$ cat src/rtl/ckh_pkg.sv
// ----------------------------------------------------------------------------
// ckh_pkg: shared types and codes of the two-way cuckoo hash table
// Operation kinds, result status codes and the command and status structs
// that join the controller and the datapath.
// ----------------------------------------------------------------------------
package ckh_pkg;

  localparam int unsigned KindW   = 2;
  localparam int unsigned StatusW = 3;
  localparam int unsigned LimitW  = 13;
  localparam int unsigned OccW    = 12;

  localparam logic [LimitW-1:0] KickLimitReset = 13'd1024;

  localparam logic [KindW-1:0] KIND_LOOKUP = 2'd0;
  localparam logic [KindW-1:0] KIND_INSERT = 2'd1;
  localparam logic [KindW-1:0] KIND_REMOVE = 2'd2;

  localparam logic [StatusW-1:0] ST_HIT       = 3'd0;
  localparam logic [StatusW-1:0] ST_MISS      = 3'd1;
  localparam logic [StatusW-1:0] ST_INSERTED  = 3'd2;
  localparam logic [StatusW-1:0] ST_DUPLICATE = 3'd3;
  localparam logic [StatusW-1:0] ST_REMOVED   = 3'd4;
  localparam logic [StatusW-1:0] ST_OVERFLOW  = 3'd5;

  // Datapath operations issued by the controller
  typedef enum logic [2:0] {
    CMD_NONE   = 3'd0,
    CMD_CLEAR  = 3'd1,
    CMD_LOAD   = 3'd2,
    CMD_REMOVE = 3'd3,
    CMD_PLACE  = 3'd4,
    CMD_KICK   = 3'd5
  } cmd_op_e;

  typedef struct packed {
    cmd_op_e              op;
    logic                 capture;
    logic [StatusW-1:0]   status;
  } ckh_cmd_t;

  typedef struct packed {
    logic [KindW-1:0] kind;
    logic             hit;
    logic             cur_valid;
    logic             last_kick;
    logic             clear_last;
  } ckh_sts_t;

endpackage

$ cat src/rtl/ckh_ctrl.sv
// ----------------------------------------------------------------------------
// ckh_ctrl: operation sequencer of the cuckoo hash table
// Runs the clearing pass, takes in operations, walks the kick chain and
// owns the result valid flag.
// ----------------------------------------------------------------------------
module ckh_ctrl (
  input  logic              clk_i,
  input  logic              rst_ni,
  input  logic              in_valid_i,
  output logic              in_ready_o,
  output logic              out_valid_o,
  input  logic              out_ready_i,
  input  ckh_pkg::ckh_sts_t sts_i,
  output ckh_pkg::ckh_cmd_t cmd_o
);

  typedef enum logic [3:0] {
    S_CLEAR = 4'b0001,
    S_IDLE  = 4'b0010,
    S_LOOK  = 4'b0100,
    S_KICK  = 4'b1000
  } ctrl_state_e;

  ctrl_state_e state_q, state_d;
  logic        out_valid_q, out_valid_d;
  logic        out_free;

  ckh_pkg::cmd_op_e          step_op;
  logic                      step_cap;
  logic [ckh_pkg::StatusW-1:0] step_status;

  ckh_pkg::ckh_cmd_t cmd;
  ctrl_state_e       next_state;

  assign out_free = !out_valid_q || out_ready_i;

  // One link of the kick chain: place into a free slot or evict the occupant
  always_comb begin
    if (!sts_i.cur_valid) begin
      step_op     = ckh_pkg::CMD_PLACE;
      step_cap    = 1'b1;
      step_status = ckh_pkg::ST_INSERTED;
    end else begin
      step_op     = ckh_pkg::CMD_KICK;
      step_cap    = sts_i.last_kick;
      step_status = ckh_pkg::ST_OVERFLOW;
    end
  end

  always_comb begin
    cmd         = '{op: ckh_pkg::CMD_NONE, capture: 1'b0, status: ckh_pkg::ST_MISS};
    next_state  = state_q;
    in_ready_o  = 1'b0;
    case (state_q)
      S_CLEAR: begin
        cmd.op = ckh_pkg::CMD_CLEAR;
        if (sts_i.clear_last) begin
          next_state = S_IDLE;
        end
      end
      S_IDLE: begin
        in_ready_o = 1'b1;
        if (in_valid_i) begin
          cmd.op     = ckh_pkg::CMD_LOAD;
          next_state = S_LOOK;
        end
      end
      S_LOOK: begin
        next_state  = S_IDLE;
        cmd.capture = 1'b1;
        case (sts_i.kind)
          ckh_pkg::KIND_LOOKUP: begin
            cmd.status = sts_i.hit ? ckh_pkg::ST_HIT : ckh_pkg::ST_MISS;
          end
          ckh_pkg::KIND_REMOVE: begin
            if (sts_i.hit) begin
              cmd.op     = ckh_pkg::CMD_REMOVE;
              cmd.status = ckh_pkg::ST_REMOVED;
            end
          end
          ckh_pkg::KIND_INSERT: begin
            if (sts_i.hit) begin
              cmd.status = ckh_pkg::ST_DUPLICATE;
            end else begin
              cmd.op      = step_op;
              cmd.capture = step_cap;
              cmd.status  = step_status;
              next_state  = step_cap ? S_IDLE : S_KICK;
            end
          end
          default: begin
            cmd.status = ckh_pkg::ST_MISS;
          end
        endcase
      end
      S_KICK: begin
        cmd.op      = step_op;
        cmd.capture = step_cap;
        cmd.status  = step_status;
        next_state  = step_cap ? S_IDLE : S_KICK;
      end
      default: begin
        next_state = S_CLEAR;
      end
    endcase
  end

  // Hold a step that captures a result while the previous result still waits to be taken
  always_comb begin
    cmd_o   = cmd;
    state_d = next_state;
    if (cmd.capture && !out_free) begin
      cmd_o   = '{op: ckh_pkg::CMD_NONE, capture: 1'b0, status: ckh_pkg::ST_MISS};
      state_d = state_q;
    end
  end

  assign out_valid_d = cmd_o.capture || (out_valid_q && !out_ready_i);
  assign out_valid_o = out_valid_q;

  always_ff @(posedge clk_i or negedge rst_ni) begin
    if (!rst_ni) begin
      state_q     <= S_CLEAR;
      out_valid_q <= 1'b0;
    end else begin
      state_q     <= state_d;
      out_valid_q <= out_valid_d;
    end
  end

endmodule

$ cat config.mk
export PLATFORM = sky130hd
export DESIGN_NAME = ckh_ctrl
export DESIGN_NICKNAME = d
export VERILOG_FILES = /design/src/rtl/ckh_pkg.sv /design/src/rtl/ckh_ctrl.sv
export SDC_FILE = /design/constraint.sdc
export NUM_CORES = 1
export LEC_CHECK = 0
export BUFFER_PORTS_ARGS = -buffer_cell sky130_fd_sc_hd__buf_2
export CAP_MARGIN = 10
export CELL_PAD_IN_SITES_DETAIL_PLACEMENT = 2
export CELL_PAD_IN_SITES_GLOBAL_PLACEMENT = 2
export CORE_AREA = 2 2 49 51
export DETAILED_ROUTE_END_ITERATION = 7
export DIE_AREA = 0 0 51 53
export PLACE_DENSITY_LB_ADDON = 0.25
export SLEW_MARGIN = 10
export SYNTH_ARGS = -nofsm -noshare
export SYNTH_HDL_FRONTEND = slang
export SYNTH_SLANG_ARGS = --single-unit
$ cat constraint.sdc
create_clock -name clk_i -period 3.4 [get_ports clk_i]
set_clock_uncertainty 0.1 [all_clocks]
set_input_delay 0 -clock clk_i [delete_from_list [all_inputs] [get_ports clk_i]]
set_output_delay 0 -clock clk_i [all_outputs]
set_load 0.03 [all_outputs]
==> out/metrics.cfg <==
[critical_path]
cp.arrival_ns = 2.01
crit_fanout = 12
crit_end = cmd_o[6]
r2r_cells = 4
crit_path_end_kind = primary output
worstReg2RegStart = state_q[2]$_DFFE_PN0P_
cp.required_ns = 3.30
critPathKind = reg2out
start_kind = flop
reg2reg_slack_ns = 1.69
r2r-end = state_q[1]$_DFFE_PN0P_
crit_start = state_q[3]$_DFFE_PN0P_

[status]
status = completed

[placement]
dp_hpwl_um = 1490
portBuffers = 18
place_congestion = 0.746

[timing]
holdWs_ns = 0.0228
hold_viol_final = 0
fin_crit_ns = 2.11
tightest_slew_ns = 0.357
setup_viol = 0
fmax_mhz = 474
slew_headroom = 0.762
finalCritPeriodShare = 0.620
slew_viol_final = 0
tns_ns = 0
rsz0062_at_grt = false

[synthesis]
ys_ff_latch = 5
ys_seq_area_frac = 0.208
synth_flop_cell = dfrtp_1
synth_nets = 89
avgSynthCellArea_um2 = 8.11
async_reset_ff_frac = 1.00
yosysWarnings = 0
synthCells = 75
ys_types = 39
netlist_area_um2 = 608
synth_edf_count = 0

[cts]
cts_resized = 0
cts_buffers = 3
cts_buffer_depth = 2
clk_latency_ns = 0.24
cts.sinks = 5
path_clk_slew_ns = 0.05
cts_tree = yes
cts_max_level = 1
cts.root.buffer_cell = clkbuf_4
cts_setup_buffers = 0
ctsHoldBuffers = 3

[floorplan]
die_y_um = 53
core_area_mm2 = 0.00215
start_util = 0.283
num_rows = 17
die_area_mm2 = 0.00270
ioPinCount = 19
die_w_um = 51

[drt]
ant_nets = 0
vias = 642
drt-initial-drc-count = 5
firstDrtPassIters = 4
wl_um = 1820
post-route-drc-count = 0
via_per_inst = 5.18
wl_per_cell_um = 14.7

[finish]
antenna_cells = 0
drive_gt1_frac = 0.292
syn_to_final_growth_pct = 24.7
layout.nets = 111

[global_route]
grt_pass1_wl_um = 3310
antenna_found_initial = 0
grt_max_degree = 13
grt_pass1_vias = 741
globalRouteTotalUtil = 0.164
gr-total-overflow = 0

[power]
leakage_nw = 0.341
power_density_mw_per_mm2 = 513
ir_worst_vdd_v = 0.000297

[hold_path]
hp-class = in2reg

[run]
max-cap-violations = 0

[metal layers]
| metal | routed length (µm) | up-vias | track usage |
|---|---|---|---|
| met2 | 917 | 11 | 0.297 |
| met5 | 0 | - | 0 |
| met3 | 39 | 0 | 0.0339 |
| met1 | 863 | 313 | 0.201 |
| li1 | - | 318 | - |
| met4 | 0 | 0 | 0.0270 |
[cells in the final DEF (no fill, tap or decap), types with 2 or more instances in the layout]
cell / n
a21oi_1: 4
and3_1: 2
buf_2: 18
clkbuf_4: 3
dfrtp_1: 4
dlygate4sd3_1: 3
ha_1: 4
inv_1: 3
nand2_1: 5
nand2b_1: 6
nor2_1: 9
nor2b_1: 3
nor3_1: 2
o21a_1: 2
o21ai_0: 2
or3_1: 2
[critical path: stages, from the launching register on]
cell	delay (ns)
dfrtp_1	0.49
nand2b_1	0.27
or3_1	0.37
a2111oi_2	0.38
buf_2	0.26
[synthesized netlist by cell type (2+ instances only)]
cell / count / area share
nand2b_1: 6 / 0.062
ha_1: 4 / 0.082
o21ai_0: 2 / 0.016
o21a_1: 2 / 0.025
dfrtp_1: 4 / 0.16
or3_1: 2 / 0.021
nor3_1: 2 / 0.016
nor2_1: 9 / 0.056
nand2_1: 5 / 0.031
and3_1: 2 / 0.021
a21oi_1: 4 / 0.033
nor2b_1: 3 / 0.031
inv_1: 3 / 0.019
buf_6: 2 / 0.037
[cell type report]
type,count,area (µm²)
multi-input cells,63,439
clock buffers,4,26.3
repair buffers,21,120
flip-flops and latches,5,126
well taps,28,35.0
fillers,270,1390
inverters,3,11.3
[report_power, final]
part           switching (mW)  total, mW  internal (mW)
Sequential             0.0408      0.119         0.0785
Clock                  0.0258     0.0703         0.0445
Combinational           0.120      0.199         0.0798
[flip-flops by register name, summed over array words and instances (netlist names)]
name,count
state_q,4
out_valid_o,1
[kinds of logic (layout without fill, tap and decap cells)]
family | after synthesis | count (layout) | share of synthesized area
buf+inv | 7 | 28 | 0.0699
simple gates | 38 | 38 | 0.364
mux | 1 | 1 | 0.0165
compound gates | 19 | 19 | 0.245
xor+xnor | 1 | 1 | 0.0144
flops | 5 | 5 | 0.208
fa+ha+maj | 4 | 4 | 0.0823
[how the worst min path moves through the flow]
stage,startpoint,end,slack (ns),cells after the start
floorplan,rst_ni,out_valid_o$_DFF_PN0_,-0.40,0
global placement,rst_ni,state_q[1]$_DFFE_PN0P_,-0.29,1
detailed placement,rst_ni,state_q[3]$_DFFE_PN0P_,-0.28,1
CTS,out_ready_i,out_valid_o$_DFF_PN0_,0.02,3
global route,out_ready_i,out_valid_o$_DFF_PN0_,0.04,3
finish,out_ready_i,out_valid_o$_DFF_PN0_,0.02,3
[per-stage QoR]
| step | area [µm²] | util | instances | worst slack, ns | total power, mW |
|---|---|---|---|---|---|
| floorplan | 608 | - | 75 | 1.26 | 0.285 |
| global placement | 702 | 0.327 | 117 | 1.63 | 0.316 |
| detailed placement | 702 | 0.327 | 117 | 1.56 | 0.318 |
| CTS | 758 | 0.353 | 124 | 1.29 | 0.393 |
| global route | 758 | 0.353 | 124 | 1.19 | 0.424 |
| finish | 758 | 0.353 | 124 | 1.29 | 0.389 |
No activity file was read; power rests on OpenSTA's default activity.
